===== src/igc_pkg.sv =====
// ----------------------------------------------------------------------------
// igc_pkg: shared types and constants for the intensity gated centroid
// Request and result structs, the job passed from the accumulating front end
// to the dividing back end, register indexes and datapath widths.
// ----------------------------------------------------------------------------
package igc_pkg;

  localparam int CoordBits  = 32;
  localparam int IntenBits  = 16;
  localparam int CntW       = 21;
  localparam int SumW       = 52;
  localparam int MaxPoints  = 1048576;
  localparam int RemW       = CntW + 1;
  localparam int StepW      = $clog2(SumW + 1);
  localparam int CfgIdxW    = 2;

  localparam logic [CfgIdxW-1:0] RegIntenLow  = CfgIdxW'(0);
  localparam logic [CfgIdxW-1:0] RegIntenHigh = CfgIdxW'(1);

  localparam logic [IntenBits-1:0] IntenLowRst  = IntenBits'(1100);
  localparam logic [IntenBits-1:0] IntenHighRst = IntenBits'(2000);

  typedef struct packed {
    logic signed [CoordBits-1:0] point_x;
    logic signed [CoordBits-1:0] point_y;
    logic signed [CoordBits-1:0] point_z;
    logic [IntenBits-1:0]        intensity;
    logic                        last_point;
  } igc_req_t;

  typedef struct packed {
    logic signed [CoordBits-1:0] centroid_x;
    logic signed [CoordBits-1:0] centroid_y;
    logic signed [CoordBits-1:0] centroid_z;
    logic [CntW-1:0]             point_count;
    logic                        empty_cloud;
    logic                        count_overflow;
  } igc_res_t;

  typedef struct packed {
    logic signed [SumW-1:0] sum_x;
    logic signed [SumW-1:0] sum_y;
    logic signed [SumW-1:0] sum_z;
    logic [CntW-1:0]        count;
    logic                   overflow;
  } igc_job_t;

endpackage


===== src/igc_front.sv =====
// ----------------------------------------------------------------------------
// igc_front: intensity gate and coordinate accumulator
// Holds the intensity bounds, sums the coordinates of gated requests and
// hands one job per cloud to the job queue, then clears the sums.
// ----------------------------------------------------------------------------
module igc_front import igc_pkg::*; (
  input  logic               clk_i,
  input  logic               rst_ni,
  input  logic               cfg_valid_i,
  input  logic [CfgIdxW-1:0] cfg_index_i,
  input  logic [IntenBits-1:0] cfg_data_i,
  input  logic               req_valid_i,
  input  igc_req_t           req_i,
  output logic               job_push_o,
  output igc_job_t           job_o
);

  logic [IntenBits-1:0]   low_q, high_q;
  logic signed [SumW-1:0] sx_q, sy_q, sz_q, sx_d, sy_d, sz_d;
  logic [CntW-1:0]        cnt_q, cnt_d;
  logic                   ovf_q, ovf_d;
  logic                   gate, room;

  always_ff @(posedge clk_i or negedge rst_ni) begin
    if (!rst_ni) begin
      low_q  <= IntenLowRst;
      high_q <= IntenHighRst;
    end else if (cfg_valid_i) begin
      if (cfg_index_i == RegIntenLow) begin
        low_q <= cfg_data_i;
      end
      if (cfg_index_i == RegIntenHigh) begin
        high_q <= cfg_data_i;
      end
    end
  end

  assign gate = (req_i.intensity > low_q) && (req_i.intensity < high_q);
  assign room = cnt_q < CntW'(MaxPoints);

  always_comb begin
    sx_d  = sx_q;
    sy_d  = sy_q;
    sz_d  = sz_q;
    cnt_d = cnt_q;
    ovf_d = ovf_q;
    if (gate && room) begin
      sx_d  = sx_q + {{(SumW-CoordBits){req_i.point_x[CoordBits-1]}}, req_i.point_x};
      sy_d  = sy_q + {{(SumW-CoordBits){req_i.point_y[CoordBits-1]}}, req_i.point_y};
      sz_d  = sz_q + {{(SumW-CoordBits){req_i.point_z[CoordBits-1]}}, req_i.point_z};
      cnt_d = cnt_q + CntW'(1);
    end else if (gate) begin
      ovf_d = 1'b1;
    end
  end

  assign job_push_o     = req_valid_i && req_i.last_point;
  assign job_o.sum_x    = sx_d;
  assign job_o.sum_y    = sy_d;
  assign job_o.sum_z    = sz_d;
  assign job_o.count    = cnt_d;
  assign job_o.overflow = ovf_d;

  always_ff @(posedge clk_i or negedge rst_ni) begin
    if (!rst_ni) begin
      sx_q  <= '0;
      sy_q  <= '0;
      sz_q  <= '0;
      cnt_q <= '0;
      ovf_q <= 1'b0;
    end else if (req_valid_i) begin
      if (req_i.last_point) begin
        sx_q  <= '0;
        sy_q  <= '0;
        sz_q  <= '0;
        cnt_q <= '0;
        ovf_q <= 1'b0;
      end else begin
        sx_q  <= sx_d;
        sy_q  <= sy_d;
        sz_q  <= sz_d;
        cnt_q <= cnt_d;
        ovf_q <= ovf_d;
      end
    end
  end

endmodule


===== src/igc_jobq.sv =====
// ----------------------------------------------------------------------------
// igc_jobq: two-entry job queue
// Decouples the accumulating front end from the dividing back end.
// ----------------------------------------------------------------------------
module igc_jobq import igc_pkg::*; (
  input  logic     clk_i,
  input  logic     rst_ni,
  input  logic     push_i,
  input  igc_job_t job_i,
  output logic     full_o,
  input  logic     pop_i,
  output logic     valid_o,
  output igc_job_t job_o
);

  igc_job_t   mem_q [2];
  logic       wptr_q, rptr_q;
  logic [1:0] cnt_q;
  logic       do_push, do_pop;

  assign full_o  = cnt_q == 2'd2;
  assign valid_o = cnt_q != 2'd0;
  assign job_o   = mem_q[rptr_q];
  assign do_push = push_i && !full_o;
  assign do_pop  = pop_i && valid_o;

  always_ff @(posedge clk_i) begin
    if (do_push) begin
      mem_q[wptr_q] <= job_i;
    end
  end

  always_ff @(posedge clk_i or negedge rst_ni) begin
    if (!rst_ni) begin
      wptr_q <= 1'b0;
      rptr_q <= 1'b0;
      cnt_q  <= 2'd0;
    end else begin
      if (do_push) begin
        wptr_q <= !wptr_q;
      end
      if (do_pop) begin
        rptr_q <= !rptr_q;
      end
      cnt_q <= cnt_q + {1'b0, do_push} - {1'b0, do_pop};
    end
  end

endmodule


===== src/igc_back.sv =====
// ----------------------------------------------------------------------------
// igc_back: centroid divider and result register
// Divides the three sums by the point count with three bit-serial restoring
// dividers working side by side, then holds the result until it is taken.
// ----------------------------------------------------------------------------
module igc_back import igc_pkg::*; (
  input  logic     clk_i,
  input  logic     rst_ni,
  input  logic     job_valid_i,
  input  igc_job_t job_i,
  output logic     job_pop_o,
  input  logic     pop_i,
  output logic     empty_o,
  output igc_res_t res_o
);

  localparam logic [1:0] StIdle = 2'd0;
  localparam logic [1:0] StRun  = 2'd1;
  localparam logic [1:0] StHold = 2'd2;

  logic [1:0]        st_q, st_d;
  logic [StepW-1:0]  step_q, step_d;
  logic [SumW-1:0]   dvd_q [3];
  logic [SumW-1:0]   dvd_d [3];
  logic [RemW-1:0]   rem_q [3];
  logic [RemW-1:0]   rem_d [3];
  logic [2:0]        neg_q, neg_d;
  logic [CntW-1:0]   cnt_q, cnt_d;
  logic              ovf_q, ovf_d, emp_q, emp_d;
  logic              out_vld_q, out_vld_d;
  igc_res_t          out_q, out_d;
  logic signed [SumW-1:0] sums [3];
  logic [SumW-1:0]   quo [3];
  logic [RemW-1:0]   trial [3];

  assign sums[0] = job_i.sum_x;
  assign sums[1] = job_i.sum_y;
  assign sums[2] = job_i.sum_z;

  always_comb begin
    st_d      = st_q;
    step_d    = step_q;
    dvd_d     = dvd_q;
    rem_d     = rem_q;
    neg_d     = neg_q;
    cnt_d     = cnt_q;
    ovf_d     = ovf_q;
    emp_d     = emp_q;
    out_vld_d = out_vld_q && !pop_i;
    out_d     = out_q;
    job_pop_o = 1'b0;
    for (int i = 0; i < 3; i++) begin
      trial[i] = {rem_q[i][RemW-2:0], dvd_q[i][SumW-1]};
      quo[i]   = neg_q[i] ? (~dvd_q[i] + SumW'(1)) : dvd_q[i];
    end
    unique case (st_q)
      StIdle: begin
        if (job_valid_i) begin
          job_pop_o = 1'b1;
          cnt_d     = job_i.count;
          ovf_d     = job_i.overflow;
          emp_d     = job_i.count == '0;
          step_d    = '0;
          for (int i = 0; i < 3; i++) begin
            neg_d[i] = sums[i][SumW-1] && (job_i.count != '0);
            dvd_d[i] = (job_i.count == '0) ? '0 :
                       (sums[i][SumW-1] ? SumW'(-sums[i]) : SumW'(sums[i]));
            rem_d[i] = '0;
          end
          st_d = (job_i.count == '0) ? StHold : StRun;
        end
      end
      StRun: begin
        for (int i = 0; i < 3; i++) begin
          if (trial[i] >= {1'b0, cnt_q}) begin
            rem_d[i] = trial[i] - {1'b0, cnt_q};
            dvd_d[i] = {dvd_q[i][SumW-2:0], 1'b1};
          end else begin
            rem_d[i] = trial[i];
            dvd_d[i] = {dvd_q[i][SumW-2:0], 1'b0};
          end
        end
        step_d = step_q + StepW'(1);
        if (step_q == StepW'(SumW - 1)) begin
          st_d = StHold;
        end
      end
      StHold: begin
        if (!out_vld_q || pop_i) begin
          out_vld_d            = 1'b1;
          out_d.centroid_x     = quo[0][CoordBits-1:0];
          out_d.centroid_y     = quo[1][CoordBits-1:0];
          out_d.centroid_z     = quo[2][CoordBits-1:0];
          out_d.point_count    = cnt_q;
          out_d.empty_cloud    = emp_q;
          out_d.count_overflow = ovf_q;
          st_d                 = StIdle;
        end
      end
      default: begin
        st_d = StIdle;
      end
    endcase
  end

  always_ff @(posedge clk_i) begin
    dvd_q <= dvd_d;
    rem_q <= rem_d;
    neg_q <= neg_d;
    cnt_q <= cnt_d;
    ovf_q <= ovf_d;
    emp_q <= emp_d;
    out_q <= out_d;
  end

  always_ff @(posedge clk_i or negedge rst_ni) begin
    if (!rst_ni) begin
      st_q      <= StIdle;
      step_q    <= '0;
      out_vld_q <= 1'b0;
    end else begin
      st_q      <= st_d;
      step_q    <= step_d;
      out_vld_q <= out_vld_d;
    end
  end

  assign empty_o = !out_vld_q;
  assign res_o   = out_q;

endmodule


===== src/intensity_gated_centroid.sv =====
// ----------------------------------------------------------------------------
// intensity_gated_centroid: centroid of the intensity-gated points of a cloud
// Accumulates gated point coordinates one request per cycle while not full;
// a separate back end divides the sums by the point count once per cloud.
// ----------------------------------------------------------------------------
// Throughput: one point request per cycle while full is low; the back end
// divides one cloud at a time with its 52-step bit-serial dividers, going
// from idle through run to hold, where a free result register takes it.
// full is raised while two finished clouds wait for the divider.
// Reset restores the intensity bounds to 1100 and 2000, clears the sums and
// empties the job queue and the result register.
module intensity_gated_centroid import igc_pkg::*; (
  input  logic                 clk_i,
  input  logic                 rst_ni,
  input  logic                 cfg_valid_i,
  output logic                 cfg_ready_o,
  input  logic [CfgIdxW-1:0]   cfg_index_i,
  input  logic [IntenBits-1:0] cfg_data_i,
  input  logic                 push,
  output logic                 full,
  input  igc_req_t             push_data_i,
  output logic                 empty,
  input  logic                 pop,
  output igc_res_t             pop_data_o
);

  logic     job_push, job_full, job_valid, job_pop, req_valid;
  igc_job_t job_in, job_out;

  assign cfg_ready_o = 1'b1;
  assign full        = job_full;
  assign req_valid   = push && !job_full;

  igc_front u_front (
    .clk_i       (clk_i),
    .rst_ni      (rst_ni),
    .cfg_valid_i (cfg_valid_i),
    .cfg_index_i (cfg_index_i),
    .cfg_data_i  (cfg_data_i),
    .req_valid_i (req_valid),
    .req_i       (push_data_i),
    .job_push_o  (job_push),
    .job_o       (job_in)
  );

  igc_jobq u_jobq (
    .clk_i   (clk_i),
    .rst_ni  (rst_ni),
    .push_i  (job_push),
    .job_i   (job_in),
    .full_o  (job_full),
    .pop_i   (job_pop),
    .valid_o (job_valid),
    .job_o   (job_out)
  );

  igc_back u_back (
    .clk_i       (clk_i),
    .rst_ni      (rst_ni),
    .job_valid_i (job_valid),
    .job_i       (job_out),
    .job_pop_o   (job_pop),
    .pop_i       (pop),
    .empty_o     (empty),
    .res_o       (pop_data_o)
  );

endmodule


===== config.mk =====
export PLATFORM = sky130hd
export DESIGN_NAME = intensity_gated_centroid
export DESIGN_NICKNAME = d
export VERILOG_FILES = /design/src/igc_pkg.sv /design/src/igc_front.sv /design/src/igc_jobq.sv /design/src/igc_back.sv /design/src/intensity_gated_centroid.sv
export SDC_FILE = /design/constraint.sdc
export NUM_CORES = 2
export LEC_CHECK = 0
export BUFFER_PORTS_ARGS = -buffer_cell sky130_fd_sc_hd__buf_2
export CORE_UTILIZATION = 64
export CTS_BUF_LIST = sky130_fd_sc_hd__clkbuf_8
export DETAILED_ROUTE_END_ITERATION = 8
export HOLD_SLACK_MARGIN = 0.05
export PLACE_DENSITY = 0.83
export SYNTH_ARGS = -nofsm -noshare
export SYNTH_HDL_FRONTEND = slang
export SYNTH_SLANG_ARGS = --single-unit

===== constraint.sdc =====
create_clock -name clk_i -period 13.1 [get_ports clk_i]
set_input_delay 2.62 -clock clk_i [delete_from_list [all_inputs] [get_ports clk_i]]
set_output_delay 2.62 -clock clk_i [all_outputs]
set_load 0.01 [all_outputs]

# --- After elaboration in Yosys (flattened, before gate mapping) ---
# Memory sizes are Yosys's and may differ from the RTL's.
# Cells that the tools add are included.
# Widths: inputs -> output; s select.
word_totals:
  wordCells: 134
  ff_bits: 587
  n_memories: 1
  rom_bits: 0
  output_inout_bits: 122
  ram_bits: 356
  latch_bits: 0
memory_table:
  columns: ["name", "words", "word_bits", "read_ports", "rd_ports_with_merged_regs", "write_ports", "line", "rtl"]
  rows:
  - ["u_jobq.mem_q", 2, 178, 1, 0, 1, "igc_jobq.sv:16", "igc_job_t mem_q [2];"]
op_classes:
  n_eq_ne: 8
  bitwise: 3
  multipliers: 0
  n_addsub: 16
  magnitude_cmp: 6
  n_reduce_logical: 28
  shifts: 0
  mux: 43
  n_div: 0
ops:
  columns: ["operator", "n"]
  rows:
  - ["$mux 52", 12]
  - ["$pmux 156 s2", 1]
  - ["$add 52x52->52", 3]
  - ["$mux 156", 1]
  - ["$neg 52->52", 3]
  - ["$pmux 65 s2", 1]
  - ["$add 32x1->32 const B", 3]
  - ["$mux 32", 3]
  - ["$not 32->32", 3]
  - ["$ge 22x21->1", 3]
  - ["$mux 65", 1]
  - ["$mux 21", 3]
  - ["$mux 22", 2]
  - ["$sub 22x21->22", 2]
  - ["$add 21x1->21 const B", 1]
  - ["$logic_not 21->1", 1]
  - ["$lt 21x21->1 const B", 1]
  - ["$reduce_bool 21->1", 1]
  - ["$sub 21x21->21", 1]
  - ["$gt 16x16->1", 1]
  - ["$lt 16x16->1", 1]
  - ["$mux 1", 12]
  - ["$pmux 6 s2", 1]
  - ["$logic_and 1x1->1", 10]
  - ["17 further kinds", 33]

# --- Longest topological paths before layout ---
logic_depth:
  ltp_word: 7
  mapped_depth: 22
  mapped_depth_nobuf: 13

# --- By module ---
# A second synthesis with hierarchy kept.
unflattened:
  hier_cells: 5010
  area_unflattened_um2: 54890.1
modules_own_cells:
  columns: ["module", "seq_area_each_um2", "n_inst", "cells_per_inst", "area_per_inst_um2"]
  rows:
  - ["igc_back", 11155.7, 1, 2132, 22307.6]
  - ["igc_front", 5267.6, 1, 2303, 19099.6]
  - ["igc_jobq", 10790.3, 1, 572, 13457.9]
  - ["intensity_gated_centroid", 0.0, 1, 3, 25.0]

# --- Least setup slack after synthesis ---
# OpenSTA, ideal clock, no wires.
synth_timing:
  kind: "input -> register"
  start: "input push"
  end: "memory u_jobq.mem_q[0][0] (netlist bit), enable pin"
  required_ns: 12.380
  path_buffers: 1
  setup_ns: 0.720
  path_stages: 4
  setup_slack_ns: 1.909
  arrival_time_ns: 10.472
  cell_sequence: "nor2b_1 -> clkbuf_1 -> nand2_1 -> nor2_1"
synth_via:
  elab_chain_cells: 5
synth_rtl:
  columns: ["element", "line", "rtl"]
  rows:
  - ["start, declared", "intensity_gated_centroid.sv:19", "input logic push,"]
  - ["$logic_and 1x1->1", "intensity_gated_centroid.sv:32", "assign req_valid = push && !job_full;"]
  - ["$logic_and 1x1->1", "igc_front.sv:57", "assign job_push_o = req_valid_i && req_i.last_point;"]
  - ["$logic_and 1x1->1", "igc_jobq.sv:24", "assign do_push = push_i && !full_o;"]
  - ["$mux 1", "igc_jobq.sv:28", "if (do_push) begin"]
  - ["$mux 1 (implied by the code)", "igc_jobq.sv:29", "mem_q[wptr_q] <= job_i;"]
  - ["end, declared", "igc_jobq.sv:16", null]
# No other way between the ends.

# --- Final worst setup path ---
layout_timing:
  start: "input push_data_i[8] (netlist bit)"
  end: "register u_front.sx_q[48]"
layout_via:
  elab_chain_cells: 5
  word_cells_on_any_way: 6
  cone_classes: "order compare: 2; mux: 2; reduce/logical: 2"
layout_rtl:
  columns: ["element", "line", "rtl"]
  rows:
  - ["start, declared", "intensity_gated_centroid.sv:21", "input igc_req_t push_data_i,"]
  - ["$gt 16x16->1 or $lt 16x16->1 (tied branches)", "igc_front.sv:38", "assign gate = (req_i.intensity > low_q) && (req_i.intensity < high_q);"]
  - ["$logic_and 1x1->1 *", "igc_front.sv:38", null]
  - ["$logic_and 1x1->1 *", "igc_front.sv:47", "if (gate && room) begin"]
  - ["$mux 52 *", "igc_front.sv:47", null]
  - ["$mux 52 *", "igc_front.sv:72", "if (req_i.last_point) begin"]
  - ["end signal, assigned", "igc_front.sv:66", "sx_q <= '0;"]
  - ["end signal, assigned", "igc_front.sv:73", "sx_q <= '0;"]
  - ["end signal, assigned", "igc_front.sv:79", "sx_q <= sx_d;"]
  - ["end, declared", "igc_front.sv:19", "logic signed [SumW-1:0] sx_q, sy_q, sz_q, sx_d, sy_d, sz_d;"]
# Every way passes the cells marked *; elsewhere a longest branch is shown, timed or not.
# A chain may end at the register's enable or synchronous reset.

==> metrics.md <==
| Metric | Value |
|---|---|
| Cts bufs inserted | `154` |
| Via count | `42764` |
| CP startpoint kind | `primary input` |
| Hold buffers post-CTS | `0` |
| Tmin final | `5.89 ns` |
| Min-delay src | `u_back.ovf_q$_DFFE_PP_` |
| Net count after synthesis | `5671` |
| Slew headroom | `19.9%` |
| CP bufs+invs | `3` |
| Final Max Tran Viols | `0` |
| Register area | `27200 sq um` |
| GRT Residual Overflow | `0` |
| Initial cell density of the core | `64.7%` |
| Vias per cell | `6.34` |
| Synth Register Bits | `943` |
| PortBufs | `256` |
| Slowest CP cell | `and4b_4` |
| CTS tree | `built` |
| Gpl congestion | `0.940` |
| Worst Max-Slew Pin Slew | `1.20 ns` |
| Worst Path Max Fanout | `61` |
| Fin crit share | `44.9%` |
| Worst path top cell family by delay | `simple AND/OR/NAND/NOR gates` |
| Final Core Density | `71.0%` |
| CP Capture Type | `register` |
| Slowest stage delay, CP | `0.82 ns` |
| DIE HEIGHT | `296 microns` |
| R2r worst-path depth | `10` |
| Detailed-route wire length | `144000 microns` |
| Setup repair bufs after CTS | `0` |
| Final WS setup | `7.21 ns` |
| Yosys top cell by area | `edfxtp_1` |
| Antenna Violating Nets Remaining | `0` |
| Core area | `85400 sq um` |
| Placed cells | `6456` |
| Cell row count | `107` |
| Syn Std Cell Area | `55300 sq um` |
| Ys flop type | `edfxtp_1` |
| Fillers | `6084` |
| Clock Sinks | `943` |
| Status | `complete, no violations` |
| Power Dens Cells | `259 nW/um^2` |
| Full die area | `87600 sq um` |
| Crit Path Category | `in2reg` |
| Max Fclk | `170 MHz` |
| Pleak | `25.1 nW` |
| Synth cell types | `89` |
| Hpwl dp | `101000 microns` |
| P&R area growth vs syn | `9.70%` |
| Share of layout cells above drive strength 1 | `12.4%` |
| Initial DRC Count | `4683` |
| Critical path arrival | `6.57 ns` |
| YS warnings | `0` |
| Crit path top cell by count | `buf_4` |
| CTS max path bufs | `3` |
| Req. time, crit path | `13.78 ns` |
| Residual DRC | `0` |
| Clk pin slew, worst setup/hold paths | `0.07 ns` |
| Async set-reset flop share out of synthesis | `23.6%` |
| Final #Nets | `5867` |
| Largest net degree at the start of global routing | `195` |
| Post-synth top area share | `39.1%` |
| Mapped Cells | `5272` |
| Mapped Avg Cell Area | `10.5 sq um` |
| Vias in the first global route | `40254` |
| HP Class | `reg2reg` |
| Area contributors post-synth | `edfxtp_1 (39%), dfrtp_1 (9.6%), ha_1 (5.8%)` |
| Max rail drop VDD | `0.000250 V` |
| Post-synth EDFFs | `720` |
| Worst skew pair latency | `0.85 ns` |
| Reg-to-reg slack, setup | `7.28 ns` |
| R2r endpoint | `u_back.dvd_q[103]$_DFFE_PP_` |
| Antenna violations before repair | `11` |
| Max Clock Skew | `0.0464 ns` |
| First-pass GRT wire length | `221000 microns` |
| Hold Path Depth | `0` |
| WL/cell | `21.3 microns` |
| Sequential share of the synthesized area | `49.2%` |
| CTS resizes | `0` |
| Drt first pass iters | `7` |
| Crit-path cells | `buf_2, ha_1, and4_1, a2111oi_0, or3_1, a21o_1, a31oi_1, and4b_4, buf_4, o21ai_4, buf_4, a22oi_1, o21ai_0` |
| H-tree levels | `4` |
| RSZ-0062 raised after global routing | `no` |
| Total track usage | `32.4%` |
| Final setup violating endpoints | `0` |
| IO Pins | `258` |
| Finished Layout Cells | `6748` |
| Place WS | `6.48 ns` |
| Hold endpoint | `u_back.res_o[0]$_DFFE_PP_` |
| Setup TNS | `0 ns` |
| Area of the multi-input gates | `26500 sq um` |
| Root buf cell | `clkbuf_8` |
| RR Startpoint | `u_jobq.rptr_q$_DFFE_PN0P_` |
| Max-cap viol count | `0` |
| Die extent in x | `296 microns` |
| Hold Violations, Final | `0` |
[registers in the layout, summed over array words and instances (netlist names), 16 cells and up]
name,cells
u_back.dvd_q,156
u_front.cnt_q,21
u_back.rem_q,63
u_back.res_o,119
u_back.cnt_q,21
u_front.low_q,16
u_jobq.mem_q,356
u_front.sy_q,52
u_front.sx_q,52
u_front.sz_q,52
u_front.high_q,16
[cell families after synthesis]
logic type,share of synthesized area (%)
simple gates,13.0
compound gates,16.5
mux,5.31
buf+inv,2.94
fa+ha+maj,6.03
flops,49.2
xor+xnor,6.96
other cells,0.00678
[synth_stat cells, types with 141 or more instances]
cell,number
nor2_1,284
xnor2_1,298
nand2_1,696
inv_1,147
o21ai_0,424
a21oi_1,259
xor2_1,141
edfxtp_1,720
clkbuf_1,207
ha_1,257
mux2i_1,190
a21o_1,142
dfrtp_1,213
[stage by stage]
step	hold WS (ns)	power [W]	cell area, sq um
detailed placement	0.408	0.0128	57400
finish	0.439	0.0157	60600
CTS	0.444	0.0156	60600
global route	0.447	0.0167	60600
floorplan	0.400	0.0109	55300
global placement	0.405	0.0126	57400
[power breakdown]
group | switching (W) | leakage, nW | internal, W
Sequential | 0.000759 | 9.85 | 0.00480
Combinational | 0.00462 | 13.5 | 0.00284
Clock | 0.00124 | 1.80 | 0.00147
Total | 0.00662 | 25.1 | 0.00910
[placed cells by master (no fill, tap or decap), types with 45 or more instances in the layout]
master	count
edfxtp_1	720
nand2_1	696
o21ai_0	423
xnor2_1	298
nor2_1	280
a21oi_1	258
ha_1	257
buf_2	255
dfrtp_1	212
mux2i_1	188
clkbuf_8	176
inv_1	173
a21o_1	142
xor2_1	141
a22o_1	135
o31ai_1	102
nor3_1	97
mux2_2	90
nand3_1	73
nand4_1	54
nand2b_1	45
[worst register-to-register path: cells and delay by family, from the launching register on]
kind | cells | cell delay (ns)
muxes | 1 | 0.46
DFF | 1 | 1.10
buffers and inverters | 2 | 1.36
AOI/OAI and AO/OA | 2 | 0.79
and+or+nand+nor | 5 | 1.83
[per-layer routing]
| layer | share of wire (%) | track usage, % |
|---|---|---|
| met5 | 0.0083 | 0 |
| met4 | 2.7 | 10.5 |
| met3 | 11 | 7.87 |
| met2 | 43 | 47.1 |
| met1 | 43 | 47.8 |
[final cells by class]
class	count	area share, %
Clock buffer	176	3.99
Timing Repair Buffer	293	2.63
Antenna cell	6	0.0248
Sequential cell	943	44.9
Clock inverter	110	1.41
Tap cell	1144	2.36
Inverter	147	0.922
Multi-Input combinational cell	3929	43.8
[worst max-delay path by stage]
stage	cells past startpoint	start	endpoint	slack (ns)
after global placement	13	push_data_i[8]	u_front.sx_q[48]$_DFFE_PN0P_	6.49
after floorplan	4	push	u_jobq.mem_q[0][0]$_DFFE_PP_	1.91
final	13	push_data_i[8]	u_front.sx_q[48]$_DFFE_PN0P_	7.21
after detailed placement	13	push_data_i[8]	u_front.sx_q[48]$_DFFE_PN0P_	6.48
after global routing	12	push_data_i[16]	u_front.sx_q[48]$_DFFE_PN0P_	6.99
after CTS	13	push_data_i[8]	u_front.sx_q[48]$_DFFE_PN0P_	7.35
No activity file was read; power rests on OpenSTA's default activity.
